$ cat src/hdl/tfag_pkg.sv
// Shared types and constants for the tensor flip address generator.
package tfag_pkg;

  localparam int DIM_W  = 16;
  localparam int WORD_W = 64;
  localparam int APB_AW = 5;
  localparam int APB_DW = 32;
  localparam int NDIM   = 4;

  typedef logic [DIM_W-1:0]  dim_t;
  typedef logic [WORD_W-1:0] word_t;

  typedef enum logic [2:0] {
    REG_ROWS         = 3'd0,
    REG_COLUMNS      = 3'd1,
    REG_SLICES       = 3'd2,
    REG_HYPERSLICES  = 3'd3,
    REG_COLUMN_MAJOR = 3'd4,
    REG_FLIP_DIM     = 3'd5
  } reg_idx_t;

  typedef struct packed {
    dim_t       rows;
    dim_t       columns;
    dim_t       slices;
    dim_t       hyperslices;
    logic       column_major;
    logic [1:0] flip_dim;
  } cfg_t;

  // Operands of the three chained multiply-add steps, in evaluation order.
  typedef struct packed {
    dim_t x;
    dim_t a1;
    dim_t m1;
    dim_t a2;
    dim_t m2;
    dim_t a3;
    dim_t m3;
    logic last;
  } terms_t;

endpackage

$ cat src/hdl/tfag_regs.sv
// Configuration register file behind the APB-style port.
module tfag_regs (
  input  logic                        clk,
  input  logic                        rst,
  input  logic                        psel,
  input  logic                        penable,
  input  logic                        pwrite,
  input  logic [tfag_pkg::APB_AW-1:0] paddr,
  input  logic [tfag_pkg::APB_DW-1:0] pwdata,
  output logic [tfag_pkg::APB_DW-1:0] prdata,
  output logic                        pready,
  output tfag_pkg::cfg_t              cfg
);

  tfag_pkg::reg_idx_t idx;
  logic               wr_en;

  assign idx    = tfag_pkg::reg_idx_t'(paddr[tfag_pkg::APB_AW-1:2]);
  assign pready = 1'b1;
  assign wr_en  = psel && penable && pwrite && pready;

  always_ff @(posedge clk) begin
    if (rst) begin
      cfg.rows         <= 16'd1;
      cfg.columns      <= 16'd1;
      cfg.slices       <= 16'd1;
      cfg.hyperslices  <= 16'd1;
      cfg.column_major <= 1'b1;
      cfg.flip_dim     <= 2'd0;
    end else if (wr_en) begin
      case (idx)
        tfag_pkg::REG_ROWS:         cfg.rows         <= pwdata[tfag_pkg::DIM_W-1:0];
        tfag_pkg::REG_COLUMNS:      cfg.columns      <= pwdata[tfag_pkg::DIM_W-1:0];
        tfag_pkg::REG_SLICES:       cfg.slices       <= pwdata[tfag_pkg::DIM_W-1:0];
        tfag_pkg::REG_HYPERSLICES:  cfg.hyperslices  <= pwdata[tfag_pkg::DIM_W-1:0];
        tfag_pkg::REG_COLUMN_MAJOR: cfg.column_major <= pwdata[0];
        tfag_pkg::REG_FLIP_DIM:     cfg.flip_dim     <= pwdata[1:0];
        default: ;
      endcase
    end
  end

  always_comb begin
    prdata = '0;
    case (idx)
      tfag_pkg::REG_ROWS:         prdata = tfag_pkg::APB_DW'(cfg.rows);
      tfag_pkg::REG_COLUMNS:      prdata = tfag_pkg::APB_DW'(cfg.columns);
      tfag_pkg::REG_SLICES:       prdata = tfag_pkg::APB_DW'(cfg.slices);
      tfag_pkg::REG_HYPERSLICES:  prdata = tfag_pkg::APB_DW'(cfg.hyperslices);
      tfag_pkg::REG_COLUMN_MAJOR: prdata = tfag_pkg::APB_DW'(cfg.column_major);
      tfag_pkg::REG_FLIP_DIM:     prdata = tfag_pkg::APB_DW'(cfg.flip_dim);
      default:                    prdata = '0;
    endcase
  end

endmodule

$ cat src/hdl/tfag_walk.sv
// Coordinate counters, mirrored coordinate, last flag and operand selection.
module tfag_walk (
  input  logic             clk,
  input  logic             rst,
  input  tfag_pkg::cfg_t   cfg,
  input  logic             accept,
  output tfag_pkg::terms_t terms
);

  tfag_pkg::dim_t coord      [tfag_pkg::NDIM];
  tfag_pkg::dim_t coord_next [tfag_pkg::NDIM];
  tfag_pkg::dim_t size_v     [tfag_pkg::NDIM];
  tfag_pkg::dim_t final_v    [tfag_pkg::NDIM];
  tfag_pkg::dim_t c_use      [tfag_pkg::NDIM];
  logic           at_final   [tfag_pkg::NDIM];
  logic           last;

  assign size_v[0] = cfg.rows;
  assign size_v[1] = cfg.columns;
  assign size_v[2] = cfg.slices;
  assign size_v[3] = cfg.hyperslices;

  always_comb begin
    for (int d = 0; d < tfag_pkg::NDIM; d++) begin
      final_v[d]  = (size_v[d] == '0) ? '0 : size_v[d] - 1'b1;
      at_final[d] = (coord[d] == final_v[d]);
      if (cfg.flip_dim == 2'(d)) begin
        c_use[d] = size_v[d] - 1'b1 - coord[d];
      end else begin
        c_use[d] = coord[d];
      end
    end
  end

  assign last = at_final[0] && at_final[1] && at_final[2] && at_final[3];

  // The fastest dimension advances first; a counter at or past its final value
  // wraps to zero and carries into the next one.
  always_comb begin
    logic [1:0] dd;
    logic       carry;
    dd    = '0;
    carry = 1'b1;
    for (int d = 0; d < tfag_pkg::NDIM; d++) begin
      coord_next[d] = last ? '0 : coord[d];
    end
    if (!last) begin
      for (int k = 0; k < tfag_pkg::NDIM; k++) begin
        dd = cfg.column_major ? 2'(k) : 2'(3 - k);
        if (carry) begin
          if (coord[dd] >= final_v[dd]) begin
            coord_next[dd] = '0;
          end else begin
            coord_next[dd] = coord[dd] + 1'b1;
            carry          = 1'b0;
          end
        end
      end
    end
  end

  always_ff @(posedge clk) begin
    if (rst) begin
      for (int d = 0; d < tfag_pkg::NDIM; d++) begin
        coord[d] <= '0;
      end
    end else if (accept) begin
      for (int d = 0; d < tfag_pkg::NDIM; d++) begin
        coord[d] <= coord_next[d];
      end
    end
  end

  always_comb begin
    terms.last = last;
    if (cfg.column_major) begin
      terms.x  = c_use[3];
      terms.a1 = c_use[2];
      terms.m1 = cfg.slices;
      terms.a2 = c_use[1];
      terms.m2 = cfg.columns;
      terms.a3 = c_use[0];
      terms.m3 = cfg.rows;
    end else begin
      terms.x  = c_use[0];
      terms.a1 = c_use[1];
      terms.m1 = cfg.columns;
      terms.a2 = c_use[2];
      terms.m2 = cfg.slices;
      terms.a3 = c_use[3];
      terms.m3 = cfg.hyperslices;
    end
  end

endmodule

$ cat src/hdl/tfag_index.sv
// Pipeline of three registered multiply-add steps for the index, with payload.
module tfag_index (
  input  logic             clk,
  input  logic             rst,
  input  logic             advance,
  input  logic             load,
  input  tfag_pkg::terms_t terms,
  input  tfag_pkg::word_t  word_a,
  input  tfag_pkg::word_t  word_b,
  output logic             valid,
  output tfag_pkg::dim_t   dest_index,
  output tfag_pkg::word_t  out_a,
  output tfag_pkg::word_t  out_b,
  output logic             last
);

  tfag_pkg::terms_t s1;
  tfag_pkg::word_t  s1_a, s1_b;
  logic             s1_valid;

  tfag_pkg::dim_t   s2_t, s2_a2, s2_m2, s2_a3, s2_m3;
  tfag_pkg::word_t  s2_a, s2_b;
  logic             s2_last, s2_valid;

  tfag_pkg::dim_t   s3_t, s3_a3, s3_m3;
  tfag_pkg::word_t  s3_a, s3_b;
  logic             s3_last, s3_valid;

  logic [2*tfag_pkg::DIM_W-1:0] p1, p2, p3;

  assign p1 = s1.m1 * s1.x;
  assign p2 = s2_m2 * s2_t;
  assign p3 = s3_m3 * s3_t;

  always_ff @(posedge clk) begin
    if (rst) begin
      s1_valid <= 1'b0;
      s2_valid <= 1'b0;
      s3_valid <= 1'b0;
      valid    <= 1'b0;
    end else if (advance) begin
      s1_valid <= load;
      s2_valid <= s1_valid;
      s3_valid <= s2_valid;
      valid    <= s3_valid;
    end
  end

  always_ff @(posedge clk) begin
    if (advance) begin
      s1   <= terms;
      s1_a <= word_a;
      s1_b <= word_b;

      s2_t    <= s1.a1 + p1[tfag_pkg::DIM_W-1:0];
      s2_a2   <= s1.a2;
      s2_m2   <= s1.m2;
      s2_a3   <= s1.a3;
      s2_m3   <= s1.m3;
      s2_last <= s1.last;
      s2_a    <= s1_a;
      s2_b    <= s1_b;

      s3_t    <= s2_a2 + p2[tfag_pkg::DIM_W-1:0];
      s3_a3   <= s2_a3;
      s3_m3   <= s2_m3;
      s3_last <= s2_last;
      s3_a    <= s2_a;
      s3_b    <= s2_b;

      dest_index <= s3_a3 + p3[tfag_pkg::DIM_W-1:0];
      last       <= s3_last;
      out_a      <= s3_a;
      out_b      <= s3_b;
    end
  end

endmodule

$ cat src/hdl/tensor_flip_address_generator_top.sv
// A word accepted at the input is registered into s1 and then passes through the
// chain of three 16-bit multiply-add stages, s1 to s3, into the output registers.
// Throughput: one word per cycle; the whole pipeline holds while a valid output
// word is stalled. Synchronous reset zeroes the coordinate counters, empties the
// pipeline and loads the default configuration.
module tensor_flip_address_generator_top (
  input  logic                        clk,
  input  logic                        rst,
  input  logic                        psel,
  input  logic                        penable,
  input  logic                        pwrite,
  input  logic [tfag_pkg::APB_AW-1:0] paddr,
  input  logic [tfag_pkg::APB_DW-1:0] pwdata,
  output logic [tfag_pkg::APB_DW-1:0] prdata,
  output logic                        pready,
  input  logic                        in_valid,
  output logic                        in_stall,
  input  logic [63:0]                 word_a,
  input  logic [63:0]                 word_b,
  output logic                        out_valid,
  input  logic                        out_stall,
  output logic [15:0]                 dest_index,
  output logic [63:0]                 out_a,
  output logic [63:0]                 out_b,
  output logic                        last
);

  tfag_pkg::cfg_t   cfg;
  tfag_pkg::terms_t terms;
  logic             advance;
  logic             accept;

  assign advance  = !(out_valid && out_stall);
  assign in_stall = !advance;
  assign accept   = in_valid && advance;

  tfag_regs u_regs (
    .clk     (clk),
    .rst     (rst),
    .psel    (psel),
    .penable (penable),
    .pwrite  (pwrite),
    .paddr   (paddr),
    .pwdata  (pwdata),
    .prdata  (prdata),
    .pready  (pready),
    .cfg     (cfg)
  );

  tfag_walk u_walk (
    .clk    (clk),
    .rst    (rst),
    .cfg    (cfg),
    .accept (accept),
    .terms  (terms)
  );

  tfag_index u_index (
    .clk        (clk),
    .rst        (rst),
    .advance    (advance),
    .load       (accept),
    .terms      (terms),
    .word_a     (word_a),
    .word_b     (word_b),
    .valid      (out_valid),
    .dest_index (dest_index),
    .out_a      (out_a),
    .out_b      (out_b),
    .last       (last)
  );

endmodule

$ cat config.mk
export PLATFORM = sky130hd
export DESIGN_NAME = tensor_flip_address_generator_top
export DESIGN_NICKNAME = d
export VERILOG_FILES = /design/src/hdl/tfag_pkg.sv /design/src/hdl/tfag_regs.sv /design/src/hdl/tfag_walk.sv /design/src/hdl/tfag_index.sv /design/src/hdl/tensor_flip_address_generator_top.sv
export SDC_FILE = /design/constraint.sdc
export NUM_CORES = 2
export LEC_CHECK = 0
export BUFFER_PORTS_ARGS = -buffer_cell sky130_fd_sc_hd__buf_4
export CAP_MARGIN = 30
export CORE_AREA = 2 2 389 391
export CTS_CLUSTER_SIZE = 8
export DETAILED_ROUTE_END_ITERATION = 7
export DIE_AREA = 0 0 391 393
export GPL_ROUTABILITY_DRIVEN = 0
export PLACE_DENSITY_LB_ADDON = 0.15
export SETUP_SLACK_MARGIN = 0.3
export SLEW_MARGIN = 0
export SYNTH_ARGS = -nofsm -noshare
export SYNTH_HDL_FRONTEND = slang
export SYNTH_SLANG_ARGS = --single-unit
$ cat constraint.sdc
create_clock -name clk -period 31.8 [get_ports clk]
set_input_delay 1.59 -clock clk [delete_from_list [all_inputs] [get_ports clk]]
set_output_delay 1.59 -clock clk [all_outputs]
set_load 0.1 [all_outputs]
* Yosys cells after proc, flatten, opt, wreduce, memory -nomap -nowiden
Memories as Yosys holds them, arrays and structs flattened.
Index checks and enable logic that the tools add are counted.
** Cells by class
- Eq/ne operators :: 12
- Magnitude comparators :: 12
- Multiplexer cells :: 70
- Reduce and logical (&&, ||, !) cells :: 24
- Shift operators :: 0
- Divide/modulo/power cells :: 0
- Multipliers :: 3
- $add $sub $neg :: 15
- Bitwise logic cells :: 16
** Operators with widths (number)
- 64-bit 2-to-1 mux :: 11
- 16-bit 2-to-1 mux :: 28
- 64-bit AND :: 4
- 64-bit bitwise mux :: 4
- 64-bit inverter :: 4
- 16-bit binary-select mux with 2-bit select :: 4
- 16-bit demux with 2-bit select :: 4
- 112-bit 2-to-1 mux :: 1
- 16-bit one-hot mux with 6 select lines :: 1
- 16-bit by 1-bit adder with 16-bit output, second input constant :: 4
- 16-bit equality test :: 4
- 16-bit greater-or-equal comparator :: 4
- 16-bit logical NOT :: 4
- 16-bit by 1-bit subtractor with 16-bit output, second input constant :: 4
- 16-bit subtractor :: 4
- 16-bit adder :: 3
- 16-bit by 16-bit multiplier with 16-bit output :: 3
- 1-bit 2-to-1 mux :: 13
- 3-bit greater-or-equal comparator, second input constant :: 4
- 3-bit by 1-bit less-than comparator with 1-bit output, second input constant :: 4
- 2-bit inverter with 3-bit output :: 4
- 2-bit AND reduction :: 6
- 1-bit logical AND :: 11
- 2-bit 2-to-1 mux :: 4
- other kinds (9) :: 15
** Word-level totals
- Memory bits (read-only) :: 0
- Bits in latches :: 0
- Flip-flop bits (word level) :: 843
- Bits of input ports :: 172
- Memories :: 1
- Bits in writable memories :: 64
** Memory list
- u_walk.coord :: depth 4, width 16, read ports 8, clocked after Yosys merged registers in 0, write ports 4, line tfag_walk.sv:10 : tfag_pkg::dim_t coord [tfag_pkg::NDIM];

* Depth between registers and ports, before layout
- Depth after elaboration :: 23
- Mapped depth :: 23
- Depth with buffers taken out :: 22

* Modules after synthesis
A second synthesis with hierarchy kept.
** Second synthesis, totals
- Cells, all modules :: 4942
- Area total of the unflattened synthesis :: 55801.0 µm²
** By module, submodules not included
- tfag_index :: sequential area each 23262.3 µm², area an instance 36482.5 µm², instances 1, cells an instance 2360
- tfag_walk :: sequential area each 1921.8 µm², area an instance 15889.0 µm², instances 1, cells an instance 2269
- tfag_regs :: sequential area each 1341.3 µm², area an instance 3412.0 µm², instances 1, cells an instance 310
- tensor_flip_address_generator_top :: sequential area each 0.0 µm², area an instance 17.5 µm², instances 1, cells an instance 3

* Worst setup path after synthesis
No wires, ideal clock.
- Path type :: input port to output port
- Start :: input out_stall
- End :: output in_stall
- Setup slack :: 4619 ps
- Stages on the path :: 2
- Path buffers :: 0
- Data arrival time :: 25591 ps
- Path through :: nand2_1 inv_1
** Between the ends
- Word-level cells in the longest chain between the ends :: 1
** RTL lines
- from (decl) :: line tensor_flip_address_generator_top.sv:21 : input logic out_stall,
- 1-bit logical AND :: line tensor_flip_address_generator_top.sv:33 : assign advance = !(out_valid && out_stall);
- to (decl) :: line tensor_flip_address_generator_top.sv:17 : output logic in_stall,
No other way between the ends.

==> out/metrics.csv <==
stage,metric,value,unit
cts,cts_tree,done,
synth,async_flop_share,0,
die,design.die.area,0.154,mm2
setup_path,path_max_fanout,29,
timing,worstMarginPinSlew,1.11,ns
die,die_y,393,um
global_route,antenna_found_initial,10,
setup_path,critical_path_buf_inv_count,3,
setup_path,critPathSlowestCell,nor3_2,
flow_run,drv_cap,0,
pwr,leakagePower,26.2,nW
pwr,seqPwrFrac,0.383,
die,fp.coreArea,0.149,mm2
synth,synth_common_cells,"edfxtp_1 (836), nand2_1 (599), inv_1 (593)",
routing,vias,37800,
cts,post_cts_buffers,0,
outcome,status,finished clean,
cts,cts.sinks,907,
setup_path,critical_path.top_delay_family,simple AND/OR/NAND/NOR gates,
pwr,power_density,65.3,mW/mm2
synth,synth.distinct_cells,96,
final_layout,synthToLayoutAreaGrowth,15.1,%
routing,antenna_left,0,
setup_path,cp-end-kind,flip-flop,
cts,path_clk_slew,0.05,ns
global_route,grt_max_degree,190,
timing,max_freq,159,MHz
die,start_util,0.369,
pwr,p_switching,1.41,mW
cts,cts_resized,0,
pwr,combPwrFrac,0.295,
cts,cts_root_buf,clkbuf_16,
cts,cts_buffer_depth,3,
synth,synth.top_cell.area_share,0.456,
routing,drt_iter0_drc,3143,
routing,routed_wirelength,160,mm
die,ioPinCount,352,
timing,timing.setup.tns,0,ns
synth,synth_top_cell_by_area,edfxtp_1,
timing,finalHoldViolations,0,
die,fp.dieW,391,um
synth,syn_avg_cell_area,11.1,um2
timing,grt_setup_unrepaired,false,
timing,min_period,6.31,ns
final_layout,regArea,0.0265,mm2
cts,hold_buffers,0,
timing,min_period_over_period,0.198,
synth,yosys_warnings,0,
global_route,grt_usage,0.205,
setup_path,max_stage_delay,0.78,ns
synth,synth_top_flop_cell,edfxtp_1,
global_route,grt_overflow_total,0,
final_layout,postLayoutCellArea,0.0633,mm2
setup_path,worstSetupStartpointType,flip-flop,
setup_path,cp_data_required_time,32.38,ns
global_route,grt_pass1_vias,36600,
global_route,grt_pass1_wl,235,mm
die,std_cell_rows,142,
pwr,netSwitchingFraction,0.340,
cts,h-tree-depth,4,
final_layout,drive_gt1_frac,0.124,
synth,syn_area,0.0550,mm2
routing,drc_errors,0,
synth,syn_inst,4934,
synth,ys_ff_latch,907,
pwr,intPower,2.73,mW
pwr,ir_drop,0.0591,mV
final_layout,nNetsFinal,5954,
timing,report.final.setup_viol,0,
synth,synth.most_common_cell,edfxtp_1,
placement,placed_cell_area,0.0593,mm2
placement,dp_hpwl,119,mm
routing,vias_per_cell,5.26,
placement,port_buffers,316,
timing,clock_skew,0.0677,ns
setup_path,crit_type,flip-flop to flip-flop,
cts,numCtsBuffers,135,
routing,detail_route.first_pass.iterations,6,
routing,wl_per_cell,22.2,um
timing,finalMaxSlewViolations,0,
pwr,clkPwrFrac,0.323,
final_layout,fillers,14200,
worst_hold_path,hp-class,flip-flop to flip-flop,
synth,ys_seq_area_frac,0.482,
synth,synth_edf_count,836,
final_layout,multi_input_area,0.0253,mm2
synth,netlist_top_cells_area,"edfxtp_1 (46%), fa_1 (10%), ha_1 (6.6%), nand2_1 (4.1%), inv_1 (4.0%)",
setup_path,timing.critical_path.cells,"inv_1, ha_1, nor3b_1, nand3_1, o21ai_0, a21oi_1, ha_1, nand4_1, nor3_1, o21ai_0, o21ai_1, buf_4, o21ai_2, buf_4, nor3_2, a222oi_1, nor3_1",
setup_path,cp.arrival,6.88,ns
cts,worstSkewPairLatency,0.78,ns
timing,slew-limit-headroom,0.261,
## cells in the final DEF, fill, tap and decap left out, types with 26 or more instances in the layout
cell       instances
nor2b_1           33
buf_4            363
nand4_1           32
and2_1           176
a21oi_1          200
nor2_1           259
nand2_1          597
nor3_1           130
mux2i_1           93
o21ai_0          167
a21o_1            26
fa_1             286
a31oi_1           30
dfxtp_1           70
inv_1            592
edfxtp_1         836
a222oi_1          31
xor2_1            64
mux2_2            54
a211oi_1          30
xnor2_1          207
clkbuf_16        136
nand3_1           63
ha_1             292
nand2b_1          28
nor4_1            31
## area by class of cell
cell class,instances,share of cell area
tap,1944,0.0384
antenna,4,0.000158
multi-input combinational,3194,0.400
clock inverter,25,0.00820
timing repair buffer,373,0.0453
clock buffer,148,0.0544
sequential,907,0.419
inverter,593,0.0352
## power by group through the flow
stage	Sequential, mW	Clock, mW	Combinational, mW
6_report	1.58	1.33	1.22
5_1_grt	1.59	1.43	1.37
4_1_cts	1.58	1.38	1.23
3_5_place_dp	1.61	0	1.22
3_3_place_gp	1.60	0	1.22
2_1_floorplan	1.70	0	0.773
## through the flow
step           utilization  setup slack [ns]  power (mW)  std cells  hold WS (ns)
2_1_floorplan            -              4.62        2.48       4949         0.400
3_3_place_gp         0.397             25.29        2.82       6999         0.400
3_5_place_dp         0.397             25.68        2.83       7008         0.405
4_1_cts              0.424             25.68        4.20       7181         0.392
5_1_grt              0.424             25.21        4.40       7186         0.400
6_report             0.424             25.49        4.13       7188         0.395
## worst reg2reg max path, delay by kind of cell, from the launching register on
family                   cells  cell delay (ns)
AO/OA/AOI/OAI                6             1.72
adder cells (fa/ha/maj)      2             0.86
buffers and inverters        3             1.00
flip-flops                   1             0.45
AND/OR/NAND/NOR              6             2.12
## cell families after synthesis
group / synth area share
and+or+nand+nor: 0.128
DFF: 0.482
buffers and inverters: 0.0603
AOI/OAI and AO/OA: 0.0812
adders and majority gates: 0.170
xor gates and xnor gates: 0.0440
muxes: 0.0337
other: 0.000137
## state kept, by name, summed over array words and instances (netlist names), 64 cells and up
name	cells
u_index.out_b	64
u_index.s2_a	64
u_index.s1_b	64
u_index.s3_b	64
u_index.s3_a	64
u_walk.coord	64
u_index.s1	113
u_index.s1_a	64
u_regs.cfg	67
u_index.s2_b	64
u_index.out_a	64
## routing by layer
layer  global-route usage  share of wire
met2                0.319           0.45
met5                    0              0
met4               0.0805          0.037
met3               0.0514          0.085
met1                0.276           0.43
## path summary, 6_finish.rpt
check,start,to,slack (ns),cells after the start
max reg2reg,u_regs.cfg[35]$_SDFFE_PP1P_,u_walk.coord[2][2]$_SDFFCE_PN0P_,25.49,17
min,u_index.s2_b[10]$_DFFE_PN_,u_index.s3_b[10]$_DFFE_PN_,0.40,0
max,u_regs.cfg[35]$_SDFFE_PP1P_,u_walk.coord[2][2]$_SDFFCE_PN0P_,25.49,17
min reg2reg,u_index.s2_b[10]$_DFFE_PN_,u_index.s3_b[10]$_DFFE_PN_,0.40,0
Note: power is estimated with default switching activity, not from simulation.
